===== src/rtl/core/psg_pkg.sv =====
// ----------------------------------------------------------------------------
// psg_pkg: shared types and constants for the pixel invert / sRGB gray block
// Holds the luma weights, the word types, and the sRGB code thresholds.
// The threshold table is computed at elaboration in exact integer math.
// ----------------------------------------------------------------------------
`default_nettype none

package psg_pkg;

	// Widths of the datapath
	localparam int CHAN_BITS        = 8;
	localparam int SUM_BITS         = 24;
	localparam int GAMMA_INDEX_BITS = 12;
	localparam int CODE_BITS        = 8;
	localparam int NUM_CODES        = 1 << CODE_BITS;
	localparam int BIG_BITS         = 384;

	// Rec.709 weights in Q0.16
	localparam logic [15:0] W_RED   = 16'd13933;
	localparam logic [15:0] W_GREEN = 16'd46871;
	localparam logic [15:0] W_BLUE  = 16'd4732;

	// Threshold generation constants
	localparam int     FULL_SCALE  = 16711680;   // 255 * 65536
	localparam int     LIN_LAST    = 10;         // last code on the linear segment
	localparam longint LIN_NUM     = 64'd6553600;
	localparam longint LIN_DEN     = 64'd1292;
	localparam int     GAMMA_BASE  = 269025;
	localparam int     GAMMA_STEP  = 1000;
	localparam int     GAMMA_OFS   = 14025;
	localparam int     ROOT_POW    = 12;
	localparam int     SUM_POW     = 5;

	typedef enum logic {
		MODE_INVERT = 1'b0,
		MODE_GRAY   = 1'b1
	} mode_t;

	typedef struct packed {
		logic [CHAN_BITS-1:0] blue;
		logic [CHAN_BITS-1:0] green;
		logic [CHAN_BITS-1:0] red;
	} pixel_t;

	// Control carried alongside each word
	typedef struct packed {
		logic  vld;
		mode_t mode;
	} tag_t;

	typedef logic [NUM_CODES-1:0][SUM_BITS-1:0] thr_table_t;

	// Smallest luma sum that reaches each output code
	function automatic thr_table_t build_thr();
		thr_table_t          t;
		logic [BIG_BITS-1:0] base;
		logic [BIG_BITS-1:0] rhs;
		logic [BIG_BITS-1:0] lhs;
		logic [SUM_BITS:0]   lo;
		logic [SUM_BITS:0]   hi;
		logic [SUM_BITS:0]   mid;
		longint              lin;
		int                  v;
		int                  k;
		int                  n;
		t = '0;
		// linear segment: ceil(v * 6553600 / 1292)
		for (v = 1; v <= LIN_LAST; v++) begin
			lin = (longint'(v) * LIN_NUM + LIN_DEN - 64'd1) / LIN_DEN;
			t[v] = SUM_BITS'(lin);
		end
		base = BIG_BITS'(1);
		for (k = 0; k < ROOT_POW; k++) begin
			base = base * BIG_BITS'(GAMMA_BASE);
		end
		// power segment: m^5 * 269025^12 >= (1000v+14025)^12 * FULL_SCALE^5
		for (v = LIN_LAST + 1; v < NUM_CODES; v++) begin
			rhs = BIG_BITS'(1);
			for (k = 0; k < ROOT_POW; k++) begin
				rhs = rhs * BIG_BITS'(GAMMA_STEP * v + GAMMA_OFS);
			end
			for (k = 0; k < SUM_POW; k++) begin
				rhs = rhs * BIG_BITS'(FULL_SCALE);
			end
			lo = '0;
			hi = (SUM_BITS + 1)'(FULL_SCALE);
			for (n = 0; n <= SUM_BITS; n++) begin
				if (lo < hi) begin
					mid = lo + ((hi - lo) >> 1);
					lhs = base;
					for (k = 0; k < SUM_POW; k++) begin
						lhs = lhs * BIG_BITS'(mid);
					end
					if (lhs >= rhs) begin
						hi = mid;
					end else begin
						lo = mid + 1'b1;
					end
				end
			end
			t[v] = SUM_BITS'(lo);
		end
		return t;
	endfunction

	localparam thr_table_t THR = build_thr();

endpackage

`default_nettype wire


===== src/rtl/core/pixel_invert_or_srgb_gray.sv =====
// One BGR pixel word in, one word out, a new word accepted every clock while
// the output side keeps up. Each word passes eleven register stages, the
// first loaded at the accepting edge: two for the luma multiply and add,
// eight for the sRGB search (one code bit per stage against a constant
// threshold table), one for the output register. A stall on out_ready
// freezes the whole pipe; in_ready is high whenever the output register is
// empty or being drained. Mode 0 inverts each channel, mode 1 writes the
// sRGB-encoded Rec.709 gray to all three channels. The user must write the
// mode register through cfg_we/cfg_wdata only while the pipe is empty; the
// block does not enforce it. Each word keeps the mode it was accepted under.
// ----------------------------------------------------------------------------
// pixel_invert_or_srgb_gray: pixel inverter / sRGB grayscale converter top
// Mode register, handshake, luma and gamma pipelines, output register.
// ----------------------------------------------------------------------------
`default_nettype none

module pixel_invert_or_srgb_gray (
	input  wire logic                             clk,
	input  wire logic                             arst_n,
	input  wire logic                             cfg_we,
	input  wire logic                             cfg_wdata,
	input  wire logic                             in_valid,
	output logic                                  in_ready,
	input  wire logic [psg_pkg::CHAN_BITS-1:0]    blue_in,
	input  wire logic [psg_pkg::CHAN_BITS-1:0]    green_in,
	input  wire logic [psg_pkg::CHAN_BITS-1:0]    red_in,
	output logic                                  out_valid,
	input  wire logic                             out_ready,
	output logic [psg_pkg::CHAN_BITS-1:0]         blue_out,
	output logic [psg_pkg::CHAN_BITS-1:0]         green_out,
	output logic [psg_pkg::CHAN_BITS-1:0]         red_out
);

	psg_pkg::mode_t  mode_q;
	psg_pkg::tag_t   tag_in;
	psg_pkg::pixel_t pix_in;
	psg_pkg::tag_t   tag_l, tag_g;
	psg_pkg::pixel_t pix_l, pix_g;
	logic [psg_pkg::GAMMA_INDEX_BITS-1:0] idx_l;
	logic [psg_pkg::CODE_BITS-1:0]        code_g;
	logic            adv;
	logic            out_vld_q;
	psg_pkg::mode_t  out_mode_q;
	psg_pkg::pixel_t out_pix_q;

	// mode register
	always_ff @(posedge clk or negedge arst_n) begin
		if (!arst_n) begin
			mode_q <= psg_pkg::MODE_INVERT;
		end else if (cfg_we) begin
			mode_q <= psg_pkg::mode_t'(cfg_wdata);
		end
	end

	// whole pipe moves when the output register can take a word
	assign adv      = !out_vld_q || out_ready;
	assign in_ready = adv;

	assign tag_in.vld  = in_valid;
	assign tag_in.mode = mode_q;
	assign pix_in      = '{blue: blue_in, green: green_in, red: red_in};

	psg_luma u_luma (
		.clk     (clk),
		.arst_n  (arst_n),
		.adv     (adv),
		.tag_in  (tag_in),
		.pix_in  (pix_in),
		.tag_out (tag_l),
		.pix_out (pix_l),
		.idx_out (idx_l)
	);

	psg_gamma u_gamma (
		.clk      (clk),
		.arst_n   (arst_n),
		.adv      (adv),
		.tag_in   (tag_l),
		.pix_in   (pix_l),
		.idx_in   (idx_l),
		.tag_out  (tag_g),
		.pix_out  (pix_g),
		.code_out (code_g)
	);

	// output register
	always_ff @(posedge clk or negedge arst_n) begin
		if (!arst_n) begin
			out_vld_q <= 1'b0;
		end else if (adv) begin
			out_vld_q <= tag_g.vld;
		end
	end

	always_ff @(posedge clk) begin
		if (adv) begin
			out_mode_q <= tag_g.mode;
			if (tag_g.mode == psg_pkg::MODE_GRAY) begin
				out_pix_q <= '{blue: code_g, green: code_g, red: code_g};
			end else begin
				out_pix_q <= ~pix_g;
			end
		end
	end

	assign out_valid = out_vld_q;
	assign blue_out  = out_pix_q.blue;
	assign green_out = out_pix_q.green;
	assign red_out   = out_pix_q.red;

	// gray words carry one value on all channels
	a_gray_equal: assert property (@(posedge clk) disable iff (!arst_n)
		out_vld_q && out_mode_q == psg_pkg::MODE_GRAY |->
			blue_out == green_out && green_out == red_out)
		else $error("gray word with unequal channels");

	// mode only changes on a config write
	a_mode_hold: assert property (@(posedge clk) disable iff (!arst_n)
		!cfg_we |=> $stable(mode_q))
		else $error("mode changed without a write");

	// a stall freezes the pipe tail
	a_stall_hold: assert property (@(posedge clk) disable iff (!arst_n)
		!adv |=> $stable(tag_g) && $stable(code_g) && $stable(pix_g))
		else $error("pipeline moved during a stall");

endmodule

`default_nettype wire


===== src/rtl/core/psg_luma.sv =====
// ----------------------------------------------------------------------------
// psg_luma: luma sum front end
// Stage 1 forms the three weighted products, stage 2 adds them and keeps
// the top bits of the sum as the gamma index.
// ----------------------------------------------------------------------------
`default_nettype none

module psg_luma (
	input  wire logic                                  clk,
	input  wire logic                                  arst_n,
	input  wire logic                                  adv,
	input  wire psg_pkg::tag_t                         tag_in,
	input  wire psg_pkg::pixel_t                       pix_in,
	output psg_pkg::tag_t                              tag_out,
	output psg_pkg::pixel_t                            pix_out,
	output logic [psg_pkg::GAMMA_INDEX_BITS-1:0]       idx_out
);

	localparam int SB = psg_pkg::SUM_BITS;
	localparam int GB = psg_pkg::GAMMA_INDEX_BITS;

	psg_pkg::tag_t   tag_s1, tag_s2;
	psg_pkg::pixel_t pix_s1, pix_s2;
	logic [SB-1:0]   prod_r_s1, prod_g_s1, prod_b_s1;
	logic [SB-1:0]   sum;
	logic [GB-1:0]   idx_s2;

	// control flow of both stages
	always_ff @(posedge clk or negedge arst_n) begin
		if (!arst_n) begin
			tag_s1 <= '0;
			tag_s2 <= '0;
		end else if (adv) begin
			tag_s1 <= tag_in;
			tag_s2 <= tag_s1;
		end
	end

	// stage 1: weighted products
	always_ff @(posedge clk) begin
		if (adv) begin
			pix_s1    <= pix_in;
			prod_r_s1 <= SB'(psg_pkg::W_RED)   * SB'(pix_in.red);
			prod_g_s1 <= SB'(psg_pkg::W_GREEN) * SB'(pix_in.green);
			prod_b_s1 <= SB'(psg_pkg::W_BLUE)  * SB'(pix_in.blue);
		end
	end

	// stage 2: sum fits in 24 bits (max 255 * 65536)
	assign sum = prod_r_s1 + prod_g_s1 + prod_b_s1;

	always_ff @(posedge clk) begin
		if (adv) begin
			pix_s2 <= pix_s1;
			idx_s2 <= sum[SB-1 -: GB];
		end
	end

	assign tag_out = tag_s2;
	assign pix_out = pix_s2;
	assign idx_out = idx_s2;

endmodule

`default_nettype wire


===== src/rtl/core/psg_gamma.sv =====
// ----------------------------------------------------------------------------
// psg_gamma: sRGB encode by pipelined binary search
// One code bit per stage, MSB first: each stage tries setting its bit and
// keeps it when the threshold of the candidate code is at or below the level.
// ----------------------------------------------------------------------------
`default_nettype none

module psg_gamma (
	input  wire logic                                  clk,
	input  wire logic                                  arst_n,
	input  wire logic                                  adv,
	input  wire psg_pkg::tag_t                         tag_in,
	input  wire psg_pkg::pixel_t                       pix_in,
	input  wire logic [psg_pkg::GAMMA_INDEX_BITS-1:0]  idx_in,
	output psg_pkg::tag_t                              tag_out,
	output psg_pkg::pixel_t                            pix_out,
	output logic [psg_pkg::CODE_BITS-1:0]              code_out
);

	localparam int SB = psg_pkg::SUM_BITS;
	localparam int GB = psg_pkg::GAMMA_INDEX_BITS;
	localparam int CB = psg_pkg::CODE_BITS;

	psg_pkg::tag_t   tag_s  [CB];
	psg_pkg::pixel_t pix_s  [CB];
	logic [CB-1:0]   code_s [CB];
	logic [GB-1:0]   idx_s  [CB-1];

	for (genvar k = 0; k < CB; k++) begin : g_step
		psg_pkg::tag_t   tag_prev;
		psg_pkg::pixel_t pix_prev;
		logic [CB-1:0]   code_prev;
		logic [CB-1:0]   cand;
		logic [GB-1:0]   idx_prev;
		logic [SB-1:0]   level;

		if (k == 0) begin : g_first
			assign tag_prev  = tag_in;
			assign pix_prev  = pix_in;
			assign code_prev = '0;
			assign idx_prev  = idx_in;
		end else begin : g_next
			assign tag_prev  = tag_s[k-1];
			assign pix_prev  = pix_s[k-1];
			assign code_prev = code_s[k-1];
			assign idx_prev  = idx_s[k-1];
		end

		// lower bound of the index interval
		assign level = {idx_prev, {(SB - GB){1'b0}}};
		assign cand  = code_prev | (CB'(1) << (CB - 1 - k));

		always_ff @(posedge clk or negedge arst_n) begin
			if (!arst_n) begin
				tag_s[k] <= '0;
			end else if (adv) begin
				tag_s[k] <= tag_prev;
			end
		end

		// ties go to the higher code
		always_ff @(posedge clk) begin
			if (adv) begin
				pix_s[k]  <= pix_prev;
				code_s[k] <= (psg_pkg::THR[cand] <= level) ? cand : code_prev;
			end
		end

		if (k < CB - 1) begin : g_idx
			always_ff @(posedge clk) begin
				if (adv) begin
					idx_s[k] <= idx_prev;
				end
			end
		end
	end

	assign tag_out  = tag_s[CB-1];
	assign pix_out  = pix_s[CB-1];
	assign code_out = code_s[CB-1];

endmodule

`default_nettype wire

===== config.mk =====
export PLATFORM = sky130hd
export DESIGN_NAME = pixel_invert_or_srgb_gray
export DESIGN_NICKNAME = d
export VERILOG_FILES = /design/src/rtl/core/psg_pkg.sv /design/src/rtl/core/pixel_invert_or_srgb_gray.sv /design/src/rtl/core/psg_luma.sv /design/src/rtl/core/psg_gamma.sv
export SDC_FILE = /design/constraint.sdc
export NUM_CORES = 1
export LEC_CHECK = 0
export BUFFER_PORTS_ARGS = -buffer_cell sky130_fd_sc_hd__buf_4
export CAP_MARGIN = 20
export CORE_MARGIN = 4
export CORE_UTILIZATION = 30
export CTS_BUF_LIST = sky130_fd_sc_hd__clkbuf_8
export CTS_CLUSTER_SIZE = 8
export DETAILED_ROUTE_END_ITERATION = 8
export SLEW_MARGIN = 25
export SYNTH_ARGS = -nofsm -noshare
export SYNTH_HDL_FRONTEND = slang
export SYNTH_HIERARCHICAL = 1
export SYNTH_SLANG_ARGS = --single-unit

===== constraint.sdc =====
create_clock -name clk -period 32 [get_ports clk]
set_input_delay 1.6 -clock clk [delete_from_list [all_inputs] [get_ports clk]]
set_output_delay 1.6 -clock clk [all_outputs]
set_load 0.03 [all_outputs]

# After elaboration in Yosys (flattened, before gate mapping)

Memories as Yosys holds them, arrays and structs flattened.
Cells that the tools add are included.

$add $sub $neg: 2
$mul: 3
Order comparisons: 15
Muxes and demuxes: 18
Bitwise logic cells: 1
Reduce and logical (&&, ||, !) cells: 2

Operators with widths:

| cell                                                             | count |
|---|---|
| two-way mux 24 bit                                               | 8 |
| less-or-equal comparator 24 bit                                  | 7 |
| < comparator 8 x 9 -> 1 bit (second input constant)              | 7 |
| adder 22 x 24 -> 24 bit                                          | 1 |
| adder 24 x 21 -> 24 bit                                          | 1 |
| less-or-equal comparator 22 x 24 -> 1 bit (first input constant) | 1 |
| multiplier 16 x 8 -> 24 bit (first input constant)               | 1 |
| NOT 24 bit                                                       | 1 |
| multiplier 14 x 8 -> 22 bit (first input constant)               | 1 |
| multiplier 11 x 8 -> 19 bit (first input constant)               | 1 |
| two-way mux 8 bit                                                | 1 |
| two-way mux 7 bit                                                | 1 |
| two-way mux 6 bit                                                | 1 |
| two-way mux 5 bit                                                | 1 |
| two-way mux 4 bit                                                | 1 |
| two-way mux 1 bit                                                | 3 |
| two-way mux 3 bit                                                | 1 |
| two-way mux 2 bit                                                | 1 |
| logical NOT 1 bit                                                | 1 |
| logical OR 1 bit                                                 | 1 |

Register bits: 171
RAM bits: 340
ROM bits: 21504
Bits of input ports: 30
Output and inout bits: 26
Logic and storage cells: 86
Memories kept: 10

Memory list:

| memory          | depth | bits a word | rd ports | clocked after memory_dff | write ports | line            | source |
|---|---|---|---|---|---|---|---|
| (no name shown) | 128   | 24          | 1        | 0                        | 0           | psg_gamma.sv:65 | `code_s[k] <= (psg_pkg::THR[cand] <= level) ? cand : code_prev;` |
| (no name shown) | 128   | 24          | 1        | 0                        | 0           | psg_gamma.sv:65 |  |
| (no name shown) | 128   | 24          | 1        | 0                        | 0           | psg_gamma.sv:65 |  |
| (no name shown) | 128   | 24          | 1        | 0                        | 0           | psg_gamma.sv:65 |  |
| (no name shown) | 128   | 24          | 1        | 0                        | 0           | psg_gamma.sv:65 |  |
| (no name shown) | 128   | 24          | 1        | 0                        | 0           | psg_gamma.sv:65 |  |
| +4 memories     | -     | -           | -        | -                        | -           | -               |  |

# Depth between registers and ports, before layout

Gate-level depths: netlist of run 1.
An unclocked memory read counts as a cell.

Depth in word-level cells: 5
Depth in mapped cells: 19
Depth with buffers taken out: 17

# Hierarchy

The synthesis of run 1 kept the hierarchy.

Modules (own cells, without submodules):

| module                    | instances | cells an instance | area an instance (µm²) | seq. area each (µm²) |
|---|---|---|---|---|
| psg_gamma                 | 1         | 1508              | 17409.2                | 9769.4 |
| psg_luma                  | 1         | 938               | 10996.8                | 3733.6 |
| pixel_invert_or_srgb_gray | 1         | 64                | 1056.0                 | 770.7 |

# Least setup slack after synthesis of run 1

Ideal clock, no wire load.

Path kind: input -> register
From: in out_ready
To: reg u_luma.tag_s2 (netlist bit u_luma/tag_out[0])
Library setup time: 0.126 ns
Data arrival time: 14.373 ns
Data required time: 31.874 ns
Setup slack: 17.501 ns
Stages: 2
Path buffers: 0
Cell sequence: nand2b_1 mux2_2

Longest elaborated chain between the ends: 1

RTL lines:

| what                 | line                            | source |
|---|---|---|
| start, declared      | pixel_invert_or_srgb_gray.sv:28 | `input wire logic out_ready,` |
| logical OR 1 bit     | pixel_invert_or_srgb_gray.sv:56 | `assign adv = !out_vld_q \|\| out_ready;` |
| end signal, assigned | psg_luma.sv:35                  | `tag_s2 <= tag_s1;` |
| end, declared        | psg_luma.sv:22                  | `psg_pkg::tag_t tag_s1, tag_s2;` |

Every way passes these cells.
A chain may end at the register's enable or synchronous reset.

==> run_results.csv, run 1 <==
group,metric,value,unit
synthesis,synthFlopType,"edfxtp_1",
placement,place.gp.congestion,0.917,
clock_tree,cts_buffers,80,
final_layout,nets,3013,
floorplan,die_w,321,µm
placement,dpl.hpwl,47.7,mm
synthesis,ys_warn_count,6,
clock_tree,clockRootBuffer,"clkbuf_8",
synthesis,synth.distinct_cells,90,
clock_tree,cts_sinks,479,
route,drc,0,
worst_setup_path,cp-endpoint,"u_gamma/code_s[1][24]",
grt,use_met2,20.5,%
synthesis,synth_cells,2510,
grt,grt-busiest-layer,"met2",
synthesis,synth_edf_count,457,
worst_setup_path,cp-start-kind,"register",
floorplan,rows,114,
floorplan,core,97000,µm²
sta,skew,0.0415,ns
synthesis,ys_seq_elements,479,
synthesis,syn_avg_cell_area,11.7,µm²
worst_setup_path,worst_setup_path_end_kind,"register",
clock_tree,clk_path_buf_depth,3,
floorplan,num_io_pins,56,
synthesis,yosysSeqAreaShare,48.4,%
worst_hold_path,hold_path.class,"reg -> reg",
worst_setup_path,max_stage_delay,0.77,ns
sta,setup_viol,0,
power,vdd_drop_max,0.0000476,V
grt,grt_pass1_vias,18800,
route,viasPerCell,4.89,
sta,finalCriticalPeriod,5.48,ns
sta,worst_pin_slew,0.980,ns
sta,setup_tns,0,ns
sta,fmax,182,MHz
route,via_count,19100,
grt,grt_pass1_wl,106,mm
sta,layout_setup_ws,26.52,ns
synthesis,syn_nets,2963,
route,drtIter0Drc,1637,
grt,grt_util_met1,17.7,%
clock_tree,cts_setup_buffers,0,
worst_setup_path,slowest_stage,"ha_1",
power,p_leak,13.4,nW
placement,pre_cts_slack,26.12,ns
sta,rsz0062_at_grt,"no",
power,total_power,0.00357,W
worst_setup_path,path_cells,"buf_4 > inv_1 > ha_1 > nand2_1 > nand3_1 > o21ai_0 > mux4_2 > a21oi_1 > ha_1 > nand4_1 > nor3_1 > o311ai_0 > a2111oi_2 > o2111ai_1 > o311ai_1",
floorplan,die_h,321,µm
power,p_per_area,110,nW/µm²
clock_tree,clkTransAtPathRegs,0.06,ns
placement,port_buffers,55,
grt,overflow,0,
grt,grt_antenna_before_repair,6,
grt,grt_max_degree,181,
clock_tree,clk_latency,0.67,ns
clock_tree,hold_buffers,0,
final_layout,areaGrowthSynthToFinish,10.4,%
worst_setup_path,cp_data_required_time,32.41,ns
route,wl,66.9,mm
synthesis,syn-cell-area,29500,µm²
sta,slew_headroom,34.7,%
worst_hold_path,hold_start,"u_gamma/pix_s[1][65]",
clock_tree,cts_tree,"yes",
grt,track_usage,12.8,%
synthesis,async_flop_share,4.59,%
status,status,"finished clean",
placement,dpl_cell_area,31100,µm²
worst_setup_path,crit_fanout,28,
final_layout,drive_gt1_share,9.20,%
route,wl_per_cell,17.2,µm
worst_setup_path,rr_worst_depth,15,
sta,hold_violations,0,
worst_setup_path,r2r-end,"u_gamma/code_s[1][24]",
synthesis,synth.most_common_cell,"edfxtp_1",
synthesis,synth_top_area_share,46.6,%
flow_run,maxCapViolations,0,
sta,slew_violations,0,
worst_setup_path,criticalPathCategory,"reg -> reg",
worst_setup_path,critPathArrivalTime,5.89,ns
worst_setup_path,r2r_start,"u_gamma/code_s[1][17]",
synthesis,synth_top_area_cell,"edfxtp_1",
worst_setup_path,r2r_slack,26.52,ns
route,antenna_left,0,
synthesis,synth_common_cells,"457 x edfxtp_1, 319 x ha_1, 292 x inv_1",
synthesis,ys_top_cells_by_area,"edfxtp_1 47%, ha_1 14%, fa_1 7.1%, inv_1 3.7%, a21oi_1 2.6%",
floorplan,dieArea,103000,µm²
floorplan,initial_core_util,30.4,%
sta,holdWs,0.400,ns
worst_setup_path,path_common_cell,"ha_1",
clock_tree,cts_htree_levels,3,
worst_setup_path,startpoint,"u_gamma/code_s[1][17]",
final_layout,fin_area,32500,µm²
final_layout,diodes,0,
grt,gr-usage-met3,2.33,%
clock_tree,cts_resized,0,
sta,min_period_over_period,17.1,%
route,firstDrtPassIters,8,
[state kept, by name (all words and copies together) (netlist names)]
name                     flops
u_gamma/code_s              36
u_luma/pix_out              24
u_luma/prod_g_s1            23
u_gamma/tag_out              2
u_luma/prod_r_s1            20
u_luma/prod_b_s1            18
u_gamma/idx_s               84
mode_q                       1
u_gamma/g_step.tag_prev     14
u_luma/tag_out               2
green_out                    8
red_out                      8
u_luma/pix_s1               24
u_luma/idx_out              12
u_luma/tag_s1                2
u_gamma/pix_s              192
blue_out                     8
out_valid                    1
[where the power goes]
group | switching [W] | leakage, nW | total [W] | internal, W
Clock | 0.000240 | 0.842 | 0.000494 | 0.000254
Combinational | 0.00112 | 7.72 | 0.00184 | 0.000717
Sequential | 0.000153 | 4.83 | 0.00124 | 0.00108
[critical path: cells and delay by family, from the launching register on]
kind            cells  cell delay (ns)
mux                 1             0.49
buf+inv             2             0.84
compound gates      6             1.58
simple gates        4             0.98
flops               1             0.35
fa+ha+maj           2             0.97
[cell type report]
type                            instances  area (µm²)
Clock buffer                           82        1130
Clock inverter                         59         314
Fill cell                            9706       64500
Inverter                              298        1120
Multi-Input combinational cell       1626       13500
Sequential cell                       479       14300
Tap cell                             1276        1600
Timing Repair Buffer                   75         576
[worst min path at each step]
| stage | endpoint | slack (ns) | cells after the start |
|---|---|---|---|
| floorplan | u_gamma/pix_s[0][0] | 0.40 | 0 |
| global placement | u_gamma/pix_s[0][33] | 0.40 | 0 |
| detailed placement | u_gamma/pix_s[0][0] | 0.40 | 0 |
| CTS | u_gamma/pix_s[0][93] | 0.41 | 0 |
| global route | u_gamma/pix_s[0][63] | 0.41 | 0 |
| finish | u_gamma/pix_s[1][89] | 0.40 | 0 |
[stage by stage]
step | util (%) | instances
floorplan | - | 2510
global placement | 32.1 | 3754
detailed placement | 32.1 | 3754
CTS | 33.5 | 3895
global route | 33.5 | 3895
finish | 33.5 | 3895
[cells in the final DEF, fill, tap and decap left out, drive strengths merged, types with 9 or more instances in the layout]
| cell type | n |
|---|---|
| nand3 | 29 |
| nor2 | 118 |
| fa | 104 |
| nor2b | 31 |
| a2111oi | 10 |
| a21o | 43 |
| or3 | 10 |
| o311ai | 12 |
| nor4 | 20 |
| o211ai | 21 |
| mux2i | 13 |
| nand4 | 17 |
| nand2 | 133 |
| clkbuf | 82 |
| o21a | 21 |
| xor2 | 15 |
| a31oi | 36 |
| a211oi | 31 |
| o21ai | 146 |
| nand2b | 41 |
| clkinv | 24 |
| a21boi | 9 |
| mux2 | 21 |
| buf | 75 |
| a21oi | 165 |
| xnor2 | 37 |
| ha | 319 |
| nor3 | 57 |
| dfrtp | 22 |
| a311oi | 10 |
| inv | 328 |
| o31ai | 9 |
| edfxtp | 457 |
| a221oi | 14 |
[kinds of logic (layout without fill, tap and decap cells)]
logic type | after synthesis | in the layout | synth area share [%]
and+or+nand+nor | 510 | 510 | 8.66
xor gates and xnor gates | 52 | 52 | 1.55
adders and majority gates | 423 | 423 | 20.6
buffers and inverters | 405 | 514 | 5.67
muxes | 41 | 41 | 1.78
AOI/OAI and AO/OA | 600 | 600 | 13.3
DFF | 479 | 479 | 48.4
[metal layers]
layer	wire [µm]	up-vias
met5	0	-
met4	1960	0
met3	3390	133
met2	30700	566
met1	30800	9110
li1	-	9256
Note: power is estimated with default switching activity, not from simulation.
==> inputs of run 2 (changes only) <==
==> constraint.sdc (replaced) <==
create_clock -name clk -period 5.45 [get_ports clk]
set_input_delay 0.2725 -clock clk [delete_from_list [all_inputs] [get_ports clk]]
set_output_delay 0.2725 -clock clk [all_outputs]
set_load 0.03 [all_outputs]
==> run 2 against run 1 <==
Against the previous run: non-clock buffer count is 55 higher; sequential cell count stayed put; clock-buffer cell count stayed put; register-to-register slack worse by 25 ns; highest routed layer unchanged; largest power group unchanged; combinational power grew to 6.0 times the previous value; critical path depth stayed put; clock skew is 0.013 ns lower; sequential share of layout area is 0.74 points lower; die area stayed put; routed wire length is 1.4% higher; global-route usage is 0.12 points higher.
==> run_results.csv, run 2 (synthesis results as in run 1) <==
group,metric,value,unit
clock_tree,clk_path_buf_depth,3,
clock_tree,cts_tree,"yes",
placement,place.gp.congestion,0.935,
floorplan,initial_core_util,30.4,%
grt,grt_pass1_vias,18900,
power,comb_power_share,51.8,%
final_layout,drive_gt1_share,10.3,%
route,wl,67.8,mm
worst_setup_path,worst_setup_path_end_kind,"register",
sta,setup_tns,0,ns
route,drc,0,
placement,pre_cts_slack,0.887,ns
floorplan,die_w,321,µm
final_layout,areaGrowthSynthToFinish,12.3,%
sta,finalCriticalPeriod,4.46,ns
worst_setup_path,cp-start-kind,"input port",
clock_tree,cts_sinks,479,
clock_tree,clkTransAtPathRegs,0.06,ns
final_layout,multiInputGateArea,13500,µm²
route,antenna_left,0,
floorplan,die_h,321,µm
power,clock_power_share,14.0,%
route,wl_per_cell,17.2,µm
final_layout,regArea,14300,µm²
grt,grt_max_degree,149,
worst_setup_path,crit_fanout,6,
worst_setup_path,startpoint,"blue_in[5]",
clock_tree,clk_latency,0.67,ns
final_layout,fin_area,33100,µm²
floorplan,dieArea,103000,µm²
final_layout,diodes,0,
grt,grt_antenna_before_repair,3,
power,swShare,42.5,%
power,p_switching,0.00903,W
worst_hold_path,hold_path.class,"in -> async",
final_layout,mostFrequentLayoutCells,"457 x edfxtp_1, 319 x ha_1, 310 x inv_1",
floorplan,num_io_pins,56,
placement,dpl_cell_area,31300,µm²
sta,layout_setup_ws,0.993,ns
sta,slew_violations,0,
floorplan,core,97000,µm²
clock_tree,clockRootBuffer,"clkbuf_8",
grt,overflow,0,
clock_tree,cts_htree_levels,3,
grt,grt_pass1_wl,107,mm
sta,min_period_over_period,81.8,%
final_layout,mostFrequentLayoutCell,"edfxtp_1",
sta,setup_viol,0,
final_layout,largest_reg_flops,192,
route,via_count,19500,
clock_tree,cts_resized,0,
sta,fmax,224,MHz
sta,slew_headroom,41.9,%
power,power_frac_seq,34.2,%
power,vdd_drop_max,0.000253,V
worst_setup_path,critPathArrivalTime,4.87,ns
grt,track_usage,12.9,%
sta,hold_violations,0,
final_layout,largestRegisters,"u_gamma/pix_s (192), u_gamma/idx_s (84), u_gamma/code_s (36)",
power,p_leak,13.6,nW
route,firstDrtPassIters,6,
worst_setup_path,cp_data_required_time,5.87,ns
clock_tree,cts_setup_buffers,0,
power,p_per_area,642,nW/µm²
worst_setup_path,criticalPathCategory,"in -> reg",
status,status,"finished clean",
sta,skew,0.0285,ns
flow_run,maxCapViolations,0,
final_layout,nets,3070,
placement,port_buffers,55,
sta,worst_pin_slew,0.872,ns
final_layout,fillers,9622,
route,drtIter0Drc,1707,
final_layout,regMostFlops,"u_gamma/pix_s",
power,p_int,0.0122,W
worst_setup_path,r2r_start,"u_gamma/code_s[1][17]",
sta,rsz0062_at_grt,"no",
floorplan,rows,114,
placement,dpl.hpwl,48.7,mm
clock_tree,cts_buffers,82,
route,viasPerCell,4.94,
run 2: cell count changes in the layout (fill, tap and decap cells not counted), sizes merged:
| cell | previous run | this run |
|---|---|---|
| buf | 75 | 102 |
| inv | 328 | 318 |
| clkinvlp | 3 | 2 |
| dlygate4sd3 | 0 | 28 |
| clkinv | 24 | 31 |
run 2: area by class of cell:
cell class | count | area share [%]
Tap cell | 1276 | 4.82
Clock buffer | 82 | 3.41
Clock inverter | 55 | 1.03
Sequential cell | 479 | 43.1
Inverter | 298 | 3.38
Timing Repair Buffer | 130 | 3.34
Multi-Input combinational cell | 1626 | 40.9
run 2: final timing paths:
kind / to / slack [ns] / depth (start not counted)
setup / recovery: u_luma/prod_b_s1[18] / 0.99 / 15
hold / removal: u_gamma/g_step[2].tag_prev[1] / 0.22 / 3
setup reg to reg: u_gamma/code_s[1][24] / 1.24 / 17
hold reg to reg: u_gamma/pix_s[1][0] / 0.39 / 0
max in group asynchronous: u_gamma/tag_out[1] / 4.89 / 3
min in group clk: u_luma/pix_s1[3] / 0.38 / 2
run 2: per-layer routing:
| layer | wire [µm] | GRT usage, % |
|---|---|---|
| met1 | 30500 | 17.8 |
| met2 | 31700 | 20.8 |
| met4 | 1950 | 4.15 |
| met3 | 3660 | 2.26 |
| met5 | 0 | 0 |
run 2: what timing repair did:
item / in CTS / in global routing
hold buffers: 29 / 0
endpoints found under the setup margin: 0 / 0
hold endpoints to repair: 50 / 0
run 2: power by group through the flow:
stage	Clock (W)	Combinational [W]	Sequential (W)
finish	0.00298	0.0110	0.00727
global route	0.00331	0.0123	0.00745
floorplan	0	0.00798	0.00718
detailed placement	0	0.0109	0.00737
CTS	0.00312	0.0110	0.00731
global placement	0	0.0108	0.00733
run 2: per-stage QoR:
step	util [%]	power [W]	instances	hold WS (ns)
6_report	34.1	0.0212	3946	0.219
5_1_grt	34.1	0.0230	3946	0.220
2_1_floorplan	-	0.0152	2510	-0.0231
3_3_place_gp	32.3	0.0182	3780	0.179
3_5_place_dp	32.3	0.0183	3780	0.180
4_1_cts	34.1	0.0214	3946	0.290
run 2: worst max-delay path, cell delays in order:
cell           delay [ns]
dlygate4sd3_1        0.53
buf_4                0.17
fa_1                 0.62
inv_1                0.08
fa_1                 0.48
fa_1                 0.40
fa_1                 0.52
inv_1                0.05
ha_1                 0.34
a21o_1               0.25
a2111oi_0            0.42
o21ai_1              0.13
and3_4               0.21
a311oi_1             0.31
xnor2_1              0.09
==> inputs of run 3 (changes only) <==
--- a/config.mk
+++ b/config.mk
@@ -5,6 +5,7 @@
 export SDC_FILE = /design/constraint.sdc
 export NUM_CORES = 1
 export LEC_CHECK = 0
+export ABC_AREA = 1
 export BUFFER_PORTS_ARGS = -buffer_cell sky130_fd_sc_hd__buf_4
 export CAP_MARGIN = 20
 export CORE_MARGIN = 4
==> constraint.sdc (replaced) <==
create_clock -name clk -period 4.4 [get_ports clk]
set_input_delay 0.22 -clock clk [delete_from_list [all_inputs] [get_ports clk]]
set_output_delay 0.22 -clock clk [all_outputs]
set_load 0.03 [all_outputs]
==> run 3 against run 2 <==
Against the previous run: hold slack worse by 0.055 ns; utilization grew 0.36 points; synthesized area up 2.9%; setup slack got worse by 0.39 ns; routed wire length up 21%; non-clock buffer count up 33; critical path depth shrank 1; final cell count increased by 16%; sequential power is 21% higher.
==> run_results.csv, run 3 <==
group,metric,value,unit
route,wl,82.0,mm
worst_setup_path,cp.depth,14,
synthesis,synth_top_area_share,45.3,%
synthesis,synth_cells,3056,
floorplan,num_io_pins,56,
floorplan,initial_core_util,30.3,%
synthesis,synth.distinct_cells,65,
route,wl_per_cell,17.9,µm
final_layout,nets,3684,
worst_setup_path,startpoint,"green_in[5]",
worst_setup_path,cp-start-kind,"input port",
power,p_per_area,809,nW/µm²
grt,grt_util_met1,19.0,%
final_layout,largest_reg_flops,192,
route,viasPerCell,4.82,
clock_tree,hold_buffers,30,
grt,grt_max_degree,103,
synthesis,yosysSeqAreaShare,47.1,%
floorplan,core,100000,µm²
flow_run,maxCapViolations,0,
route,via_count,22200,
worst_setup_path,rr_worst_depth,17,
route,antenna_left,0,
grt,grt-busiest-layer,"met2",
synthesis,synthFlopType,"edfxtp_1",
sta,min_period_over_period,86.3,%
synthesis,synth_top_area_cell,"edfxtp_1",
worst_setup_path,crit_family,"adder cells",
sta,finalCriticalPeriod,3.80,ns
route,drtIter0Drc,1491,
sta,skew,0.0536,ns
clock_tree,clk_latency,0.69,ns
worst_setup_path,max_stage_delay,0.54,ns
worst_setup_path,r2r_start,"u_gamma/code_s[1][18]",
worst_setup_path,cp_data_required_time,4.84,ns
worst_setup_path,critPathArrivalTime,4.24,ns
worst_setup_path,worst_setup_path_end_kind,"register",
placement,dpl.hpwl,62.7,mm
floorplan,dieArea,106000,µm²
synthesis,synth_common_cells,"616 x nand2_1, 460 x inv_1, 457 x edfxtp_1",
worst_setup_path,cp-endpoint,"u_luma/prod_g_s1[21]",
final_layout,largestRegisters,"u_gamma/pix_s (192), u_gamma/idx_s (84), u_gamma/code_s (36)",
grt,grt_pass1_vias,22700,
sta,rsz0062_at_grt,"no",
worst_hold_path,hold_path.class,"in -> async",
floorplan,die_h,326,µm
clock_tree,clk_path_buf_depth,3,
synthesis,ys_top_cells_by_area,"edfxtp_1 45%, ha_1 13%, nand2_1 7.6%, fa_1 6.9%, inv_1 5.7%",
worst_setup_path,critical_path_buf_inv_count,4,
clock_tree,cts_htree_levels,3,
final_layout,mostFrequentLayoutCell,"nand2_1",
route,firstDrtPassIters,5,
placement,port_buffers,55,
grt,track_usage,15.4,%
sta,setup_viol,0,
status,status,"finished clean",
final_layout,fillers,10200,
sta,fmax,263,MHz
sta,setup_tns,0,ns
clock_tree,clkTransAtPathRegs,0.06,ns
worst_setup_path,crit_fanout,7,
worst_setup_path,slowest_stage,"dlygate4sd3_1",
power,p_leak,15.8,nW
synthesis,ys_warn_count,6,
sta,slew_violations,0,
clock_tree,cts_resized,0,
worst_setup_path,r2r_slack,0.80,ns
synthesis,synth.most_common_cell,"nand2_1",
worst_setup_path,criticalPathCategory,"in -> reg",
synthesis,ys_seq_elements,479,
final_layout,drive_gt1_share,9.22,%
worst_setup_path,path_cells,"dlygate4sd3_1 > buf_4 > fa_1 > fa_1 > inv_1 > fa_1 > fa_1 > inv_1 > ha_1 > nand2_1 > o21ai_0 > a21oi_1 > nand4_1 > nand2_1",
sta,layout_setup_ws,0.602,ns
synthesis,synth_edf_count,457,
clock_tree,cts_buffers,86,
synthesis,syn_avg_cell_area,9.92,µm²
clock_tree,cts_setup_buffers,0,
sta,worst_pin_slew,1.00,ns
grt,gr-usage-met3,2.36,%
final_layout,diodes,0,
floorplan,rows,116,
worst_setup_path,path_common_cell,"fa_1",
clock_tree,cts_sinks,479,
grt,grt_pass1_wl,129,mm
synthesis,syn-cell-area,30300,µm²
grt,overflow,0,
placement,pre_cts_slack,0.497,ns
clock_tree,cts_tree,"yes",
final_layout,regMostFlops,"u_gamma/pix_s",
sta,hold_violations,0,
placement,place.gp.congestion,0.991,
grt,use_met2,26.6,%
route,drc,0,
sta,slew_headroom,33.1,%
grt,grt_antenna_before_repair,1,
synthesis,async_flop_share,4.59,%
final_layout,areaGrowthSynthToFinish,13.9,%
final_layout,mostFrequentLayoutCells,"615 x nand2_1, 489 x inv_1, 457 x edfxtp_1",
floorplan,die_w,326,µm
power,vdd_drop_max,0.000367,V
clock_tree,clockRootBuffer,"clkbuf_8",
worst_setup_path,r2r-end,"u_gamma/code_s[1][24]",
synthesis,syn_nets,3509,
run 3: metrics by stage:
step | instance area, µm² | hold slack, ns | power [W] | std cells | utilization, %
2_1_floorplan | 30300 | -0.0756 | 0.0190 | 3056 | -
3_3_place_gp | 32600 | 0.123 | 0.0237 | 4411 | 32.5
3_5_place_dp | 32600 | 0.127 | 0.0238 | 4411 | 32.5
4_1_cts | 34500 | 0.223 | 0.0281 | 4594 | 34.5
5_1_grt | 34500 | 0.166 | 0.0305 | 4594 | 34.5
6_report | 34500 | 0.164 | 0.0279 | 4594 | 34.5
run 3: worst min-delay path by stage:
stage	endpoint	slack [ns]	cells after the start
after detailed placement	u_luma/tag_s1[1]	0.13	1
after floorplan	mode_q	-0.08	0
final	u_luma/tag_s1[1]	0.16	3
after global routing	u_luma/tag_s1[1]	0.17	3
after CTS	u_luma/pix_s1[13]	0.22	2
after global placement	u_luma/tag_s1[1]	0.12	1
run 3: logic make-up (layout without fill, tap and decap cells):
| logic type | count (synthesis) | count (layout) | synth area share (%) |
|---|---|---|---|
| DFF | 479 | 479 | 47.1 |
| AOI/OAI and AO/OA | 486 | 486 | 9.36 |
| buffers and inverters | 550 | 790 | 7.37 |
| adders and majority gates | 423 | 423 | 20.0 |
| and+or+nand+nor | 1081 | 1081 | 15.1 |
| xor gates and xnor gates | 37 | 37 | 1.07 |
run 3: routing by layer:
| layer | up-vias | routed length [µm] |
|---|---|---|
| met2 | 702 | 40100 |
| met3 | 188 | 4270 |
| met4 | 0 | 3650 |
| met1 | 10500 | 34000 |
| li1 | 10800 | - |
| met5 | - | 0 |
run 3: where the power goes:
group          switching [W]  total, W  internal, W
Combinational        0.00994    0.0151      0.00512
Clock                0.00185   0.00407      0.00222
Sequential           0.00110   0.00880      0.00770
Total                 0.0129    0.0279       0.0150
run 3: cell type report:
type / instances / area (µm²) / area share, %
inverters: 474 / 1780 / 5.16
clock buffers: 88 / 1210 / 3.51
repair buffers: 163 / 1360 / 3.93
clock inverters: 65 / 458 / 1.33
well taps: 1298 / 1620 / 4.70
multi-input cells: 2027 / 13800 / 40.0
flip-flops and latches: 479 / 14300 / 41.3
run 3: worst register-to-register path, cell delays in order, from the launching register on:
cell and delay [ns]:
edfxtp_1 0.41, inv_2 0.24, ha_1 0.37, ha_1 0.39, nor2_1 0.23, inv_1 0.11, o21ai_0 0.22, buf_4 0.16
nand2_1 0.04, a21oi_1 0.14, o21ai_0 0.12, o21a_1 0.12, ha_1 0.28, nand2_1 0.07, nor2_1 0.11, a211oi_1 0.06
o221ai_1 0.18, nand2_1 0.09
